[src/sv/gtin_digit_string_validator_core_assert.svh]
// Assertion macros shared by the check-digit validator RTL.
`ifndef GTIN_DIGIT_STRING_VALIDATOR_CORE_ASSERT_SVH
`define GTIN_DIGIT_STRING_VALIDATOR_CORE_ASSERT_SVH

// Same-cycle implication, sampled on clk, off during rst.
`define GTIN_ASSERT_NOW(lbl, ante, cons, msg) \
  lbl: assert property (@(posedge clk) disable iff (rst) (ante) |-> (cons)) \
    else $error(msg);

// Next-cycle implication, sampled on clk, off during rst.
`define GTIN_ASSERT_NEXT(lbl, ante, cons, msg) \
  lbl: assert property (@(posedge clk) disable iff (rst) (ante) |=> (cons)) \
    else $error(msg);

`endif

[src/sv/gtin_pkg.sv]
// Shared types, codes and prefix range tables for the check-digit validator.
package gtin_pkg;

  localparam int MAX_DIGITS = 14;
  localparam int CNT_W      = 4;
  localparam int SUM_W      = 7;

  localparam logic [CNT_W-1:0] CNT_MAX = 4'd15;

  localparam logic [7:0] CHAR_ZERO = 8'h30;
  localparam logic [7:0] CHAR_NINE = 8'h39;

  localparam logic [7:0] NOT_FOUND = 8'd255;

  typedef enum logic [1:0] {
    ST_OK        = 2'd0,
    ST_BAD_CHAR  = 2'd1,
    ST_BAD_LEN   = 2'd2,
    ST_BAD_CHECK = 2'd3
  } status_t;

  // Format codes; also used to pick the prefix range table.
  localparam logic [1:0] FMT_8  = 2'd0;
  localparam logic [1:0] FMT_12 = 2'd1;
  localparam logic [1:0] FMT_13 = 2'd2;
  localparam logic [1:0] FMT_14 = 2'd3;

  typedef logic [3:0] digit_t;

  // Running string state with the current character folded in.
  typedef struct packed {
    digit_t [MAX_DIGITS-1:0] digits;
    logic [CNT_W-1:0]        cnt;
    logic                    bad;
    logic [SUM_W-1:0]        even_sum;
    logic [SUM_W-1:0]        odd_sum;
  } snap_t;

  typedef struct packed {
    logic [1:0]  tbl;
    logic [13:0] lo;
    logic [13:0] hi;
    logic [7:0]  cls;
  } span_t;

  localparam int N_SPANS = 158;

  // Non-overlapping ranges; tbl selects the 8-, 12- or 13/14-digit table.
  localparam span_t SPANS [N_SPANS] = '{
    '{FMT_8, 14'd0, 14'd99, 8'd0}, '{FMT_8, 14'd100, 14'd199, 8'd1},
    '{FMT_8, 14'd200, 14'd299, 8'd0}, '{FMT_8, 14'd300, 14'd951, 8'd1},
    '{FMT_8, 14'd952, 14'd952, 8'd2}, '{FMT_8, 14'd953, 14'd976, 8'd1},
    '{FMT_8, 14'd977, 14'd999, 8'd3},
    '{FMT_12, 14'd1, 14'd1999, 8'd4}, '{FMT_12, 14'd2000, 14'd2999, 8'd0},
    '{FMT_12, 14'd3000, 14'd3999, 8'd4}, '{FMT_12, 14'd4000, 14'd4999, 8'd0},
    '{FMT_12, 14'd5000, 14'd5999, 8'd3}, '{FMT_12, 14'd6000, 14'd9999, 8'd4},
    '{FMT_13, 14'd0, 14'd19, 8'd5}, '{FMT_13, 14'd20, 14'd29, 8'd0},
    '{FMT_13, 14'd30, 14'd39, 8'd5}, '{FMT_13, 14'd40, 14'd49, 8'd0},
    '{FMT_13, 14'd50, 14'd59, 8'd6}, '{FMT_13, 14'd60, 14'd139, 8'd5},
    '{FMT_13, 14'd200, 14'd299, 8'd0}, '{FMT_13, 14'd300, 14'd379, 8'd7},
    '{FMT_13, 14'd380, 14'd380, 8'd8}, '{FMT_13, 14'd381, 14'd381, 8'd9},
    '{FMT_13, 14'd383, 14'd383, 8'd10}, '{FMT_13, 14'd385, 14'd385, 8'd11},
    '{FMT_13, 14'd387, 14'd387, 8'd12}, '{FMT_13, 14'd389, 14'd389, 8'd13},
    '{FMT_13, 14'd450, 14'd459, 8'd14}, '{FMT_13, 14'd460, 14'd469, 8'd15},
    '{FMT_13, 14'd470, 14'd470, 8'd16}, '{FMT_13, 14'd471, 14'd471, 8'd17},
    '{FMT_13, 14'd472, 14'd472, 8'd18}, '{FMT_13, 14'd473, 14'd473, 8'd19},
    '{FMT_13, 14'd474, 14'd474, 8'd20}, '{FMT_13, 14'd475, 14'd475, 8'd21},
    '{FMT_13, 14'd476, 14'd476, 8'd22}, '{FMT_13, 14'd477, 14'd477, 8'd23},
    '{FMT_13, 14'd478, 14'd478, 8'd24}, '{FMT_13, 14'd479, 14'd479, 8'd25},
    '{FMT_13, 14'd480, 14'd480, 8'd26}, '{FMT_13, 14'd481, 14'd481, 8'd27},
    '{FMT_13, 14'd482, 14'd482, 8'd28}, '{FMT_13, 14'd483, 14'd483, 8'd29},
    '{FMT_13, 14'd484, 14'd484, 8'd30}, '{FMT_13, 14'd485, 14'd485, 8'd19},
    '{FMT_13, 14'd486, 14'd486, 8'd31}, '{FMT_13, 14'd487, 14'd487, 8'd32},
    '{FMT_13, 14'd488, 14'd488, 8'd33}, '{FMT_13, 14'd489, 14'd489, 8'd34},
    '{FMT_13, 14'd490, 14'd499, 8'd14}, '{FMT_13, 14'd500, 14'd509, 8'd35},
    '{FMT_13, 14'd520, 14'd521, 8'd36}, '{FMT_13, 14'd528, 14'd528, 8'd37},
    '{FMT_13, 14'd529, 14'd529, 8'd38}, '{FMT_13, 14'd530, 14'd530, 8'd39},
    '{FMT_13, 14'd531, 14'd531, 8'd40}, '{FMT_13, 14'd535, 14'd535, 8'd41},
    '{FMT_13, 14'd539, 14'd539, 8'd42}, '{FMT_13, 14'd540, 14'd549, 8'd43},
    '{FMT_13, 14'd560, 14'd560, 8'd44}, '{FMT_13, 14'd569, 14'd569, 8'd45},
    '{FMT_13, 14'd570, 14'd579, 8'd46}, '{FMT_13, 14'd590, 14'd590, 8'd47},
    '{FMT_13, 14'd594, 14'd594, 8'd48}, '{FMT_13, 14'd599, 14'd599, 8'd49},
    '{FMT_13, 14'd600, 14'd601, 8'd50}, '{FMT_13, 14'd603, 14'd603, 8'd51},
    '{FMT_13, 14'd604, 14'd604, 8'd52}, '{FMT_13, 14'd605, 14'd605, 8'd53},
    '{FMT_13, 14'd606, 14'd606, 8'd54}, '{FMT_13, 14'd607, 14'd607, 8'd55},
    '{FMT_13, 14'd608, 14'd608, 8'd56}, '{FMT_13, 14'd609, 14'd609, 8'd57},
    '{FMT_13, 14'd610, 14'd610, 8'd58}, '{FMT_13, 14'd611, 14'd611, 8'd59},
    '{FMT_13, 14'd613, 14'd613, 8'd60}, '{FMT_13, 14'd614, 14'd614, 8'd58},
    '{FMT_13, 14'd615, 14'd615, 8'd61}, '{FMT_13, 14'd616, 14'd616, 8'd62},
    '{FMT_13, 14'd617, 14'd617, 8'd63}, '{FMT_13, 14'd618, 14'd618, 8'd64},
    '{FMT_13, 14'd619, 14'd619, 8'd65}, '{FMT_13, 14'd620, 14'd620, 8'd66},
    '{FMT_13, 14'd621, 14'd621, 8'd67}, '{FMT_13, 14'd622, 14'd622, 8'd68},
    '{FMT_13, 14'd623, 14'd623, 8'd58}, '{FMT_13, 14'd624, 14'd624, 8'd69},
    '{FMT_13, 14'd625, 14'd625, 8'd70}, '{FMT_13, 14'd626, 14'd626, 8'd71},
    '{FMT_13, 14'd627, 14'd627, 8'd72}, '{FMT_13, 14'd628, 14'd628, 8'd73},
    '{FMT_13, 14'd629, 14'd629, 8'd74}, '{FMT_13, 14'd630, 14'd630, 8'd75},
    '{FMT_13, 14'd631, 14'd631, 8'd76}, '{FMT_13, 14'd632, 14'd632, 8'd77},
    '{FMT_13, 14'd640, 14'd649, 8'd78}, '{FMT_13, 14'd680, 14'd681, 8'd79},
    '{FMT_13, 14'd690, 14'd699, 8'd79}, '{FMT_13, 14'd700, 14'd709, 8'd80},
    '{FMT_13, 14'd729, 14'd729, 8'd81}, '{FMT_13, 14'd730, 14'd739, 8'd82},
    '{FMT_13, 14'd740, 14'd740, 8'd83}, '{FMT_13, 14'd741, 14'd741, 8'd84},
    '{FMT_13, 14'd742, 14'd742, 8'd85}, '{FMT_13, 14'd743, 14'd743, 8'd86},
    '{FMT_13, 14'd744, 14'd744, 8'd87}, '{FMT_13, 14'd745, 14'd745, 8'd88},
    '{FMT_13, 14'd746, 14'd746, 8'd89}, '{FMT_13, 14'd750, 14'd750, 8'd90},
    '{FMT_13, 14'd754, 14'd755, 8'd91}, '{FMT_13, 14'd758, 14'd758, 8'd58},
    '{FMT_13, 14'd759, 14'd759, 8'd92}, '{FMT_13, 14'd760, 14'd769, 8'd93},
    '{FMT_13, 14'd770, 14'd771, 8'd94}, '{FMT_13, 14'd773, 14'd773, 8'd95},
    '{FMT_13, 14'd775, 14'd775, 8'd96}, '{FMT_13, 14'd777, 14'd777, 8'd97},
    '{FMT_13, 14'd778, 14'd779, 8'd98}, '{FMT_13, 14'd780, 14'd780, 8'd99},
    '{FMT_13, 14'd784, 14'd784, 8'd100}, '{FMT_13, 14'd786, 14'd786, 8'd101},
    '{FMT_13, 14'd789, 14'd790, 8'd102}, '{FMT_13, 14'd800, 14'd839, 8'd103},
    '{FMT_13, 14'd840, 14'd849, 8'd104}, '{FMT_13, 14'd850, 14'd850, 8'd105},
    '{FMT_13, 14'd858, 14'd858, 8'd106}, '{FMT_13, 14'd859, 14'd859, 8'd107},
    '{FMT_13, 14'd860, 14'd860, 8'd108}, '{FMT_13, 14'd865, 14'd865, 8'd109},
    '{FMT_13, 14'd867, 14'd867, 8'd110}, '{FMT_13, 14'd868, 14'd869, 8'd111},
    '{FMT_13, 14'd870, 14'd879, 8'd112}, '{FMT_13, 14'd880, 14'd881, 8'd113},
    '{FMT_13, 14'd883, 14'd883, 8'd114}, '{FMT_13, 14'd884, 14'd884, 8'd115},
    '{FMT_13, 14'd887, 14'd887, 8'd116}, '{FMT_13, 14'd885, 14'd885, 8'd117},
    '{FMT_13, 14'd888, 14'd888, 8'd118}, '{FMT_13, 14'd890, 14'd890, 8'd119},
    '{FMT_13, 14'd893, 14'd893, 8'd18}, '{FMT_13, 14'd894, 14'd894, 8'd58},
    '{FMT_13, 14'd896, 14'd896, 8'd120}, '{FMT_13, 14'd899, 14'd899, 8'd121},
    '{FMT_13, 14'd900, 14'd919, 8'd122}, '{FMT_13, 14'd930, 14'd939, 8'd123},
    '{FMT_13, 14'd940, 14'd949, 8'd124}, '{FMT_13, 14'd951, 14'd951, 8'd58},
    '{FMT_13, 14'd952, 14'd952, 8'd2}, '{FMT_13, 14'd955, 14'd955, 8'd125},
    '{FMT_13, 14'd958, 14'd958, 8'd126}, '{FMT_13, 14'd959, 14'd959, 8'd127},
    '{FMT_13, 14'd960, 14'd969, 8'd58}, '{FMT_13, 14'd977, 14'd977, 8'd128},
    '{FMT_13, 14'd978, 14'd979, 8'd129}, '{FMT_13, 14'd980, 14'd980, 8'd130},
    '{FMT_13, 14'd981, 14'd983, 8'd131}, '{FMT_13, 14'd984, 14'd989, 8'd132},
    '{FMT_13, 14'd990, 14'd999, 8'd131}
  };

endpackage

[src/sv/gtin_digit_string_validator_core.sv]
// Top level: GTIN digit string validator with mod-10 check and prefix class lookup.
//
//   channel  direction  handshake            payload
//   in       request in in_valid / in_stall  character, is_last
//   out      result out out_valid / out_stall status, format, calc_digit,
//                                             range_value, prefix_class
//
// One character is taken every cycle while in does not stall; the result of a string
// moves through the stage registers into the output register and leaves it once out
// does not stall.
// Stages: input register, accumulator snapshot, length/format/sum, mod-10 and
// range compare, class select into the output register.
// Reset (rst, synchronous) empties all stages and clears the string state.
// A stall on out holds the stages back; in stalls only when every stage is full.
`include "gtin_digit_string_validator_core_assert.svh"

module gtin_digit_string_validator_core (
  input  logic        clk,
  input  logic        rst,
  input  logic        in_valid,
  output logic        in_stall,
  input  logic [7:0]  character,
  input  logic        is_last,
  output logic        out_valid,
  input  logic        out_stall,
  output logic [1:0]  status,
  output logic [1:0]  format,
  output logic [3:0]  calc_digit,
  output logic [13:0] range_value,
  output logic [7:0]  prefix_class
);

  localparam int MD = gtin_pkg::MAX_DIGITS;
  localparam int NS = gtin_pkg::N_SPANS;

  // Stage 0: input register
  logic        v0;
  logic [7:0]  ch0;
  logic        last0;
  // Stage 1: string snapshot
  logic            v1;
  gtin_pkg::snap_t s1;
  gtin_pkg::snap_t snap;
  // Stage 2: format, sums, prefix digits
  logic                v2;
  gtin_pkg::status_t   st2;
  logic [1:0]          fmt2;
  gtin_pkg::digit_t    ld2;
  logic [8:0]          sum2;
  logic [13:0]         pv2;
  logic [1:0]          tsel2;
  // Stage 3: check result and range matches
  logic                v3;
  gtin_pkg::status_t   st3;
  logic [1:0]          fmt3;
  logic [3:0]          cd3;
  logic [13:0]         pv3;
  logic [NS-1:0]       match3;
  // Output register
  gtin_pkg::status_t   st4;

  logic r0, r1, r2, r3, r4, adv0;

  // Stage-2 combinational
  gtin_pkg::digit_t [MD-1:0] pd;
  logic [gtin_pkg::CNT_W-1:0] len_m1;
  logic                len_ok;
  gtin_pkg::status_t   st2_next;
  logic [1:0]          fmt2_next;
  gtin_pkg::digit_t    ld2_next;
  logic [gtin_pkg::SUM_W-1:0] w3, w1;
  logic [8:0]          sum2_next;
  gtin_pkg::digit_t    pa, pb, pc, pe;
  logic [13:0]         pv2_next;
  logic [1:0]          tsel2_next;

  // Stage-3 combinational
  logic [17:0]         quo_full;
  logic [5:0]          quo;
  logic [3:0]          rem;
  logic [3:0]          cd_calc;
  gtin_pkg::status_t   st3_next;
  logic [1:0]          fmt3_next;
  logic [3:0]          cd3_next;
  logic [13:0]         pv3_next;
  logic [NS-1:0]       match3_next;

  // Output combinational
  logic [7:0]          cls_or;

  // Ready chain from the output back to the input register
  assign r4   = !out_valid || !out_stall;
  assign r3   = !v3 || r4;
  assign r2   = !v2 || r3;
  assign r1   = !v1 || r2;
  assign adv0 = v0 && (!last0 || r1);
  assign r0   = !v0 || adv0;
  assign in_stall = !r0;

  gtin_acc u_acc (
    .clk       (clk),
    .rst       (rst),
    .upd       (adv0),
    .character (ch0),
    .is_last   (last0),
    .snap      (snap)
  );

  always_ff @(posedge clk) begin
    if (rst) begin
      v0        <= 1'b0;
      v1        <= 1'b0;
      v2        <= 1'b0;
      v3        <= 1'b0;
      out_valid <= 1'b0;
    end else begin
      if (r0) begin
        v0 <= in_valid;
      end
      if (r1) begin
        v1 <= adv0 && last0;
      end
      if (r2) begin
        v2 <= v1;
      end
      if (r3) begin
        v3 <= v2;
      end
      if (r4) begin
        out_valid <= v3;
      end
    end
  end

  // Stage 2: left-pad to fourteen digits, classify, weighted sum
  assign len_m1 = s1.cnt - 1'b1;
  assign len_ok = (s1.cnt == 4'd8) || (s1.cnt == 4'd12) || (s1.cnt == 4'd13) ||
                  (s1.cnt == 4'd14);

  always_comb begin
    pd = '0;
    case (s1.cnt)
      4'd8: begin
        for (int i = 6; i < MD; i++) begin
          pd[i] = s1.digits[i-6];
        end
      end
      4'd12: begin
        for (int i = 2; i < MD; i++) begin
          pd[i] = s1.digits[i-2];
        end
      end
      4'd13: begin
        for (int i = 1; i < MD; i++) begin
          pd[i] = s1.digits[i-1];
        end
      end
      default: begin
        pd = s1.digits;
      end
    endcase
  end

  always_comb begin
    case (s1.cnt)
      4'd8:  fmt2_next = gtin_pkg::FMT_8;
      4'd12: fmt2_next = gtin_pkg::FMT_12;
      4'd13: fmt2_next = gtin_pkg::FMT_13;
      default: begin
        // Fourteen digits: leading zeros reclassify the code
        if ((pd[0] == '0) && (pd[1] == '0) && (pd[2] == '0) && (pd[3] == '0) &&
            (pd[4] == '0) && (pd[5] == '0)) begin
          fmt2_next = gtin_pkg::FMT_8;
        end else if ((pd[0] == '0) && (pd[1] == '0)) begin
          fmt2_next = gtin_pkg::FMT_12;
        end else if (s1.digits[0] == '0) begin
          fmt2_next = gtin_pkg::FMT_13;
        end else begin
          fmt2_next = gtin_pkg::FMT_14;
        end
      end
    endcase
  end

  always_comb begin
    if (s1.bad) begin
      st2_next = gtin_pkg::ST_BAD_CHAR;
    end else if (!len_ok) begin
      st2_next = gtin_pkg::ST_BAD_LEN;
    end else begin
      st2_next = gtin_pkg::ST_OK;
    end
    ld2_next = len_ok ? s1.digits[len_m1] : '0;
    if (s1.cnt[0]) begin
      w3 = s1.odd_sum;
      w1 = s1.even_sum - gtin_pkg::SUM_W'(ld2_next);
    end else begin
      w3 = s1.even_sum;
      w1 = s1.odd_sum - gtin_pkg::SUM_W'(ld2_next);
    end
    sum2_next = 9'(w3) * 9'd3 + 9'(w1);
    case (fmt2_next)
      gtin_pkg::FMT_8: begin
        pa = '0;    pb = pd[6]; pc = pd[7]; pe = pd[8];
        tsel2_next = gtin_pkg::FMT_8;
      end
      gtin_pkg::FMT_12: begin
        pa = pd[2]; pb = pd[3]; pc = pd[4]; pe = pd[5];
        tsel2_next = gtin_pkg::FMT_12;
      end
      default: begin
        pa = '0;    pb = pd[1]; pc = pd[2]; pe = pd[3];
        tsel2_next = gtin_pkg::FMT_13;
      end
    endcase
    pv2_next = 14'(pa) * 14'd1000 + 14'(pb) * 14'd100 + 14'(pc) * 14'd10 + 14'(pe);
  end

  always_ff @(posedge clk) begin
    if (r2 && v1) begin
      st2   <= st2_next;
      fmt2  <= fmt2_next;
      ld2   <= ld2_next;
      sum2  <= sum2_next;
      pv2   <= pv2_next;
      tsel2 <= tsel2_next;
    end
    if (r1) begin
      s1 <= snap;
    end
    if (r0 && in_valid) begin
      ch0   <= character;
      last0 <= is_last;
    end
  end

  // Stage 3: sum mod 10 by reciprocal, check compare, range compares
  always_comb begin
    quo_full = 18'(sum2) * 18'd205;
    quo      = quo_full[16:11];
    rem      = 4'(sum2 - 9'(quo) * 9'd10);
    cd_calc  = (rem == 4'd0) ? 4'd0 : 4'd10 - rem;
    if (st2 != gtin_pkg::ST_OK) begin
      st3_next  = st2;
      fmt3_next = gtin_pkg::FMT_8;
      cd3_next  = '0;
      pv3_next  = '0;
    end else if (cd_calc != ld2) begin
      st3_next  = gtin_pkg::ST_BAD_CHECK;
      fmt3_next = fmt2;
      cd3_next  = '0;
      pv3_next  = '0;
    end else begin
      st3_next  = gtin_pkg::ST_OK;
      fmt3_next = fmt2;
      cd3_next  = cd_calc;
      pv3_next  = pv2;
    end
    for (int i = 0; i < NS; i++) begin
      match3_next[i] = (gtin_pkg::SPANS[i].tbl == tsel2) &&
                       (pv2 >= gtin_pkg::SPANS[i].lo) && (pv2 <= gtin_pkg::SPANS[i].hi);
    end
  end

  always_ff @(posedge clk) begin
    if (r3 && v2) begin
      st3    <= st3_next;
      fmt3   <= fmt3_next;
      cd3    <= cd3_next;
      pv3    <= pv3_next;
      match3 <= match3_next;
    end
  end

  // Output: ranges never overlap, so OR the matching class
  always_comb begin
    cls_or = '0;
    for (int i = 0; i < NS; i++) begin
      cls_or = cls_or | (match3[i] ? gtin_pkg::SPANS[i].cls : 8'd0);
    end
  end

  always_ff @(posedge clk) begin
    if (r4 && v3) begin
      st4          <= st3;
      format       <= fmt3;
      calc_digit   <= cd3;
      range_value  <= pv3;
      prefix_class <= ((st3 == gtin_pkg::ST_OK) && (|match3)) ? cls_or : gtin_pkg::NOT_FOUND;
    end
  end

  assign status = st4;

  `GTIN_ASSERT_NOW(a_err_fields, out_valid && (status != gtin_pkg::ST_OK), (prefix_class == gtin_pkg::NOT_FOUND) && (calc_digit == 4'd0) && (range_value == 14'd0), "error result carries nonzero fields")
  `GTIN_ASSERT_NOW(a_err_format, out_valid && ((status == gtin_pkg::ST_BAD_CHAR) || (status == gtin_pkg::ST_BAD_LEN)), format == gtin_pkg::FMT_8, "format not cleared on input error")
  `GTIN_ASSERT_NOW(a_stall_full, in_stall, v0 && last0 && v1 && v2 && v3 && out_valid && out_stall, "input stalled with a free stage")

endmodule

[src/sv/gtin_acc.sv]
// Per-character accumulator: digit store, length count, bad-character flag, digit sums.
`include "gtin_digit_string_validator_core_assert.svh"

module gtin_acc (
  input  logic                clk,
  input  logic                rst,
  input  logic                upd,
  input  logic [7:0]          character,
  input  logic                is_last,
  output gtin_pkg::snap_t     snap
);

  gtin_pkg::digit_t               digit_store [gtin_pkg::MAX_DIGITS];
  logic [gtin_pkg::CNT_W-1:0]     cnt;
  logic                           bad;
  logic [gtin_pkg::SUM_W-1:0]     even_sum;
  logic [gtin_pkg::SUM_W-1:0]     odd_sum;

  logic                           is_digit;
  logic                           store_en;
  gtin_pkg::digit_t               dig;

  assign is_digit = (character >= gtin_pkg::CHAR_ZERO) && (character <= gtin_pkg::CHAR_NINE);
  assign dig      = gtin_pkg::digit_t'(character - gtin_pkg::CHAR_ZERO);
  assign store_en = is_digit && (cnt < gtin_pkg::CNT_W'(gtin_pkg::MAX_DIGITS));

  // Fold the current character into the running state.
  always_comb begin
    for (int i = 0; i < gtin_pkg::MAX_DIGITS; i++) begin
      if (store_en && (cnt == gtin_pkg::CNT_W'(i))) begin
        snap.digits[i] = dig;
      end else begin
        snap.digits[i] = digit_store[i];
      end
    end
    snap.cnt      = (cnt == gtin_pkg::CNT_MAX) ? cnt : cnt + 1'b1;
    snap.bad      = bad | ~is_digit;
    snap.even_sum = even_sum;
    snap.odd_sum  = odd_sum;
    if (store_en && !cnt[0]) begin
      snap.even_sum = even_sum + gtin_pkg::SUM_W'(dig);
    end
    if (store_en && cnt[0]) begin
      snap.odd_sum = odd_sum + gtin_pkg::SUM_W'(dig);
    end
  end

  always_ff @(posedge clk) begin
    if (upd && store_en) begin
      digit_store[cnt] <= dig;
    end
  end

  // Fold each character into the string state; drop the state after its last character.
  always_ff @(posedge clk) begin
    if (rst) begin
      cnt      <= '0;
      bad      <= 1'b0;
      even_sum <= '0;
      odd_sum  <= '0;
    end else if (upd) begin
      if (is_last) begin
        cnt      <= '0;
        bad      <= 1'b0;
        even_sum <= '0;
        odd_sum  <= '0;
      end else begin
        cnt      <= snap.cnt;
        bad      <= snap.bad;
        even_sum <= snap.even_sum;
        odd_sum  <= snap.odd_sum;
      end
    end
  end

  `GTIN_ASSERT_NEXT(a_clear_after_last, upd && is_last, (cnt == '0) && !bad && (even_sum == '0) && (odd_sum == '0), "string state not cleared after last character")
  `GTIN_ASSERT_NEXT(a_count_step, upd && !is_last && (cnt != gtin_pkg::CNT_MAX), cnt == $past(cnt) + 1'b1, "character count did not advance")
  `GTIN_ASSERT_NEXT(a_bad_sticky, upd && !is_last && !is_digit, bad, "non-digit not recorded")

endmodule
[config.mk]
export PLATFORM = sky130hd
export DESIGN_NAME = gtin_digit_string_validator_core
export DESIGN_NICKNAME = d
export VERILOG_FILES = /design/src/sv/gtin_pkg.sv /design/src/sv/gtin_digit_string_validator_core.sv /design/src/sv/gtin_acc.sv
export VERILOG_INCLUDE_DIRS = /design/src /design/src/sv
export SDC_FILE = /design/constraint.sdc
export NUM_CORES = 1
export LEC_CHECK = 0
export BUFFER_PORTS_ARGS = -buffer_cell sky130_fd_sc_hd__buf_2
export CAP_MARGIN = 10
export CELL_PAD_IN_SITES_DETAIL_PLACEMENT = 1
export CELL_PAD_IN_SITES_GLOBAL_PLACEMENT = 1
export CORE_ASPECT_RATIO = 1.4
export CORE_MARGIN = 3
export CORE_UTILIZATION = 53
export CTS_BUF_LIST = sky130_fd_sc_hd__clkbuf_8
export CTS_CLUSTER_DIAMETER = 80
export DETAILED_ROUTE_END_ITERATION = 8
export HOLD_SLACK_MARGIN = 0.15
export PLACE_DENSITY_LB_ADDON = 0.1
export SETUP_SLACK_MARGIN = 0.2
export SLEW_MARGIN = 15
export SYNTH_ARGS = -nofsm -noshare
export SYNTH_HDL_FRONTEND = slang
export SYNTH_HIERARCHICAL = 1
export SYNTH_SLANG_ARGS = --single-unit
[constraint.sdc]
create_clock -name clk -period 15.5 [get_ports clk]
set_input_delay 3.1 -clock clk [delete_from_list [all_inputs] [get_ports clk]]
set_output_delay 3.1 -clock clk [all_outputs]
set_load 0.02 [all_outputs]
### After elaboration in Yosys (flattened, before gate mapping)

Memories as Yosys holds them, arrays and structs flattened.
Cells that the tools add are included.

| word-level totals | value |
|---|---|
| memories | 1 |
| RAM bits | 56 |
| bits in registers | 351 |
| bits of input ports | 13 |

Memories:

| name | words | width | read ports | clocked after memory_dff | write ports | RTL line | text |
|---|---|---|---|---|---|---|---|
| u_acc.digit_store | 14 | 4 | 14 | 0 | 1 | gtin_acc.sv:13 | `gtin_pkg::digit_t digit_store [gtin_pkg::MAX_DIGITS];` |

| operators by class | value |
|---|---|
| equal/unequal tests | 22 |
| multiplexer cells | 196 |
| bitwise gates (word level) | 152 |
| reductions and logical operators | 382 |
| multiply operators | 6 |
| $lt $le $gt $ge | 311 |
| $add $sub $neg | 13 |

Operators by type and width:

| operator | number |
|---|---|
| 14-bit by 10-bit >= comparator with 1-bit output, second input constant | 108 |
| 14-bit by 10-bit <= comparator with 1-bit output, second input constant | 108 |
| 7-bit 2-to-1 mux | 71 |
| 14-bit by 9-bit <= comparator with 1-bit output, second input constant | 32 |
| 7-bit bitwise OR | 64 |
| 14-bit by 9-bit >= comparator with 1-bit output, second input constant | 31 |
| 1-bit logical AND | 347 |
| 6-bit 2-to-1 mux | 38 |
| 6-bit bitwise OR | 32 |
| 158-bit OR reduction | 1 |
| 4-bit 2-to-1 mux | 30 |
| 5-bit 2-to-1 mux | 18 |
| 5-bit bitwise OR | 16 |
| 8-bit 2-to-1 mux | 6 |
| 16-bit one-hot mux with 3 select lines | 1 |
| 4-bit equality test, second input constant | 11 |
| 14-bit by 6-bit >= comparator with 1-bit output, second input constant | 3 |
| 14-bit by 6-bit <= comparator with 1-bit output, second input constant | 3 |
| 8-bit bitwise OR | 5 |
| 4-bit zero test | 9 |
| 12-bit one-hot mux with 3 select lines | 1 |
| 7-bit by 6-bit bitwise OR with 7-bit output | 5 |
| 4-bit one-hot mux with 2 select lines | 4 |
| 14-bit by 1-bit >= comparator with 1-bit output, second input constant | 2 |
| other kinds (69) | 136 |

### Depth between registers and ports, before layout

| depth | value |
|---|---|
| depth after elaboration | 151 |
| mapped depth | 33 |
| depth with buffers taken out | 28 |

### Cells and area by module

The synthesis kept the hierarchy.

By module, submodules not included:

| module | sequential area each (um^2) | area each (um^2) | cells each | times used |
|---|---|---|---|---|
| gtin_digit_string_validator_core | 9919.5 | 18700.4 | 1667 | 1 |
| gtin_acc | 2062.0 | 4076.4 | 348 | 1 |

### Least setup slack after synthesis

No wires, ideal clock.

| timing path | value |
|---|---|
| kind | input to register |
| start point | input port out_stall |
| end point | register cd3[0], enable pin |
| arrival time | 11260 ps |
| cell stages on the path | 2 |
| setup slack | 3496 ps |
| buffers on the path | 0 |
| path through | and3_1 > nor2b_1 |

| between the ends | value |
|---|---|
| longest elaborated chain between the ends | 4 |

Ends and longest elaborated chain:

| what | RTL line | text |
|---|---|---|
| start, declared | gtin_digit_string_validator_core.sv:25 | `input logic out_stall,` |
| 1-bit zero test | gtin_digit_string_validator_core.sv:92 | `assign r4 = !out_valid \|\| !out_stall;` |
| 1-bit logical OR | gtin_digit_string_validator_core.sv:92 |  |
| 1-bit logical OR | gtin_digit_string_validator_core.sv:93 | `assign r3 = !v3 \|\| r4;` |
| 1-bit logical AND | gtin_digit_string_validator_core.sv:266 | `if (r3 && v2) begin` |
| end signal, assigned | gtin_digit_string_validator_core.sv:269 | `cd3 <= cd3_next;` |
| end, declared | gtin_digit_string_validator_core.sv:56 | `logic [3:0] cd3;` |

Every way passes these cells.
A chain may end at the register's enable or synchronous reset.

### Worst setup path after layout

| timing path | value |
|---|---|
| start point | register s1[15] (netlist bit) |
| end point | register pv2[13], data pin |

| between the ends | value |
|---|---|
| longest elaborated chain between the ends | 17 |

Ends and longest elaborated chain:

| what | RTL line | text |
|---|---|---|
| start, declared | gtin_digit_string_validator_core.sv:42 | `gtin_pkg::snap_t s1;` |
| start signal, assigned | gtin_digit_string_validator_core.sv:229 | `s1 <= snap;` |
| 4-bit equality test | gtin_digit_string_validator_core.sv:142, gtin_digit_string_validator_core.sv:165 |  |
| 2-bit OR reduction (no line) / 3-bit OR reduction (equally long branches) | n/a |  |
| 4-bit one-hot mux with 2 select lines / 4-bit 2-to-1 mux (equally long branches) | gtin_digit_string_validator_core.sv:142 | `case (s1.cnt)` |
| 4-bit zero test | gtin_digit_string_validator_core.sv:171, gtin_digit_string_validator_core.sv:174 |  |
| 1-bit logical AND | gtin_digit_string_validator_core.sv:171, gtin_digit_string_validator_core.sv:174 |  |
| 1-bit logical AND (3 in series) | gtin_digit_string_validator_core.sv:171 | `if ((pd[0] == '0) && (pd[1] == '0) && (pd[2] == '0) && (pd[3] == '0) &&` |
| 1-bit logical AND | gtin_digit_string_validator_core.sv:172 | `(pd[4] == '0) && (pd[5] == '0)) begin` |
| 2-bit 2-to-1 mux | gtin_digit_string_validator_core.sv:171 |  |
| 2-bit one-hot mux with 3 select lines | gtin_digit_string_validator_core.sv:165 | `case (s1.cnt)` |
| 2-bit by 1-bit equality test with 1-bit output / 2-bit zero test (equally long branches) | gtin_digit_string_validator_core.sv:202 | `case (fmt2_next)` |
| 4-bit 2-to-1 mux / 4-bit one-hot mux with 2 select lines (equally long branches) | gtin_digit_string_validator_core.sv:202 |  |
| 4-bit by 7-bit multiplier with 11-bit output / 4-bit by 5-bit multiplier with 9-bit output (equally long branches) | gtin_digit_string_validator_core.sv:216 | `pv2_next = 14'(pa) * 14'd1000 + 14'(pb) * 14'd100 + 14'(pc) * 14'd10 + 14'(pe);` |
| 14-bit by 11-bit adder with 14-bit output | gtin_digit_string_validator_core.sv:216 |  |
| 14-bit by 8-bit adder with 14-bit output | gtin_digit_string_validator_core.sv:216 |  |
| 14-bit by 4-bit adder with 14-bit output (*) | gtin_digit_string_validator_core.sv:216 |  |
| via pv2_next[13] | gtin_digit_string_validator_core.sv:74 | `logic [13:0] pv2_next;` |
| end signal, assigned | gtin_digit_string_validator_core.sv:225 | `pv2 <= pv2_next;` |
| end, declared | gtin_digit_string_validator_core.sv:50 | `logic [13:0] pv2;` |

Mark *: on every way through the listed nets, which the timed path passes. The rest lies on a longest branch.

==> key figures <==
Clocking
  • CTS root buf: clkbuf_8
  • # clock sinks: 407
  • Worst-Skew Late Latency: 0.63 ns
  • Clock Tree Buf Depth: 3
  • CTS tree: done
  • Post-CTS Setup Bufs: 0
  • Resized Gates After CTS: 0
  • Clock slew at reported path FFs: 0.07 ns
  • Hold_buf cts: 0
  • CTS H-tree depth: 3
  • CTS Buf Count: 66

Worst setup path
  • Setup crit start kind: register
  • Origin of the worst setup path: s1[15]
  • Kind of critical path: register to register
  • Setup crit end kind: register
  • Cell depth of the worst flop-to-flop path: 30
  • Crit-path max cell delay: 0.78 ns
  • CP Depth: 30
  • Delay-heaviest family, CP: compound AO/OA/AOI/OAI gates
  • CP max FO: 30
  • CP Data Required Time: 15.87 ns
  • Crit path DAT: 9.27 ns
  • Worst path most repeated cell: ha_1
  • CP Buf/Inv Count: 5
  • FF-to-FF Start: s1[15]
  • Crit path max-delay cell type: a2111oi_0

Yosys
  • Sequential area share after synthesis: 52.6%
  • Mean Syn Cell Area: 11.3 sq um
  • Primary FF master, synth: edfxtp_1
  • Mapped cell area: 22800 sq um
  • Synth Register Bits: 407
  • Post-Synthesis Cells: 2015
  • Synth Net Count: 2183
  • Post-synth EDFFs: 383
  • FFs w/ async S/R, synth: 0%
  • Distinct cells, synth: 92
  • Synth Warn #: 6

GRT
  • Largest net degree at the start of global routing: 80
  • Initial antenna violation count: 5
  • Vias in the first global route: 19100
  • Total track usage: 36.0%
  • Total gr overflow: 0
  • First-pass GRT wire length: 123000 um

Placement
  • Detailed placement HPWL: 61000 um
  • GPL Wtd Cong: 1.03
  • Port bufs: 44
  • Place WS: 6.87 ns

Floorplanning
  • Initial Util: 53.8%
  • Row count: 89
  • Die Height: 251 um
  • Die width: 181 um
  • Num ports: 45
  • Die area: 45500 sq um
  • Core area: 42300 sq um

Route
  • WL/cell: 30.9 um
  • Antenna-violating nets left: 0
  • Iter 0 DRT Violations: 1939
  • Vias: 18100
  • Total Wirelength: 82600 um
  • Residual DRC count: 0
  • DR pass1 iterations: 5
  • Number of vias per cell: 6.78

STA
  • Fin crit share: 57.4%
  • Worst slew pin tran: 1.14 ns
  • PnR worst setup slack: 6.60 ns
  • RSZ-0062 raised after global routing: no
  • Final Hold Viols: 0
  • FMAX: 112 MHz
  • Setup violators final: 0
  • Total negative slack: 0 ns
  • Clock skew: 0.0381 ns
  • Rel. slew slack: 23.3%
  • Tmin final: 8.90 ns
  • Max Slew Vio Count: 0

Power and ir drop
  • Comb power frac: 8.6%
  • Share of power burned in registers: 51.0%
  • Overall power: 2.38 mW
  • Pleak: 9.28 nW
  • VDD IR max: 70.7 uV
  • P_int: 1.78 mW
  • Switching share of power: 25.3%
  • Clock network fraction of total power: 40.4%
  • Net Sw Power: 601 uW
  • Pwr Density: 95.4 nW/um^2

Layout
  • Share of cells above drive strength 1: 13.4%
  • Layout area overhead: 9.49%
  • Sequential Area: 12000 sq um
  • Area of the multi-input gates: 9940 sq um
  • Layout fillers: 4411
  • Nets: 2243

Min path
  • HP Class: register to register
  • Cell depth of the worst hold path: 0
  • Min-delay src: pv3[6]

Job
  • Max cap viols: 0

Outcome
  • Status: finished, final reports clean
## per-stage QoR
stage / hold WS (ns) / utilization [%] / std cells / cell area [sq um]
after global routing: 0.408 / 58.9 / 2671 / 24900
final: 0.417 / 58.9 / 2675 / 24900
after global placement: 0.401 / 55.7 / 2552 / 23600
after floorplan: 0.400 / - / 2015 / 22800
after detailed placement: 0.406 / 55.7 / 2552 / 23600
after CTS: 0.408 / 58.8 / 2670 / 24900
## kinds of logic (layout without fill, tap and decap cells)
kind of cell / Yosys count / in the layout / synth area share, %
and+or+nand+nor: 778 / 778 / 16.7
DFF: 407 / 407 / 52.6
AOI/OAI and AO/OA: 296 / 296 / 9.33
buffers and inverters: 227 / 337 / 3.99
adders and majority gates: 155 / 155 / 9.90
muxes: 101 / 101 / 5.49
xor gates and xnor gates: 51 / 51 / 1.99
other: 0 / 4 / 0
## flip-flops by register name, summed over array words and instances, names as in the netlist, 9 cells and up
register and cells:
u_acc/digit_store 56, pv2 14, s1 75, match3 158, range_value 14, pv3 14, sum2 9
## cell usage in the layout, fill, tap and decap left out, types with 15 or more instances in the layout
master,count
nand4_1,31
fa_1,42
nor4_1,78
clkinv_1,19
o21ai_0,39
clkbuf_8,70
inv_1,154
nand3_1,65
xnor2_1,36
mux2_2,67
and3_1,20
a211oi_1,19
nand2_1,184
dfxtp_1,24
buf_2,44
or3_1,19
buf_4,27
or4_1,15
mux2i_1,20
nor2_1,208
ha_1,113
a21oi_1,71
a22oi_1,29
edfxtp_1,383
nor3_1,100
## synth_stat cells, types with 20 or more instances
cell type | n | area share (%)
nand2_1 | 184 | 3.0
nand3_1 | 66 | 1.5
a21oi_1 | 71 | 1.6
a22oi_1 | 29 | 0.96
and3_1 | 20 | 0.55
dfxtp_1 | 24 | 2.1
nand4_1 | 31 | 0.85
nor3_1 | 100 | 2.2
mux2_2 | 67 | 3.3
inv_1 | 140 | 2.3
nor4_1 | 79 | 2.2
ha_1 | 113 | 6.2
o21ai_0 | 39 | 0.86
fa_1 | 42 | 3.7
xnor2_1 | 36 | 1.4
edfxtp_1 | 383 | 50
mux2i_1 | 20 | 0.88
nor2_1 | 208 | 3.4
clkbuf_1 | 55 | 0.91
## worst register-to-register path: cells and delay by family (launching register included)
kind            cells  cell delay, ns
compound gates     13            3.47
fa+ha+maj           7            2.46
buf+inv             5            1.12
flops               1            0.70
mux                 1            0.38
simple gates        2            0.26
xor+xnor            2            0.25
## area by class of cell
| type | count | area share (%) |
|---|---|---|
| Inverter | 147 | 2.21 |
| Antenna cell | 4 | 0.0401 |
| Clock inverter | 48 | 1.44 |
| Tap cell | 546 | 2.74 |
| Multi-Input combinational cell | 1381 | 39.9 |
| Sequential cell | 407 | 48.0 |
| Clock buffer | 70 | 3.86 |
| Timing Repair Buffer | 72 | 1.81 |
## power by group through the flow
stage          Sequential, mW  Clock, mW  Combinational, mW
2_1_floorplan            1.23          0              0.149
3_3_place_gp             1.23          0              0.186
3_5_place_dp             1.23          0              0.199
4_1_cts                  1.21      0.969              0.203
5_1_grt                  1.21       1.02              0.223
6_report                 1.21      0.961              0.206
## routing by layer
metal	part of all wire, %	global-route usage, %
met1	33	38.5
met2	52	64.8
met3	7.3	7.24
met4	7.7	22.8
met5	0	0
## path summary, 6_finish.rpt
kind | end | slack (ns)
worst max-delay path | pv2[13] | 6.60
worst min-delay path | range_value[6] | 0.42
worst max register to register | pv2[13] | 6.60
worst min register to register | range_value[6] | 0.42
(Power assumes the default switching activity.)
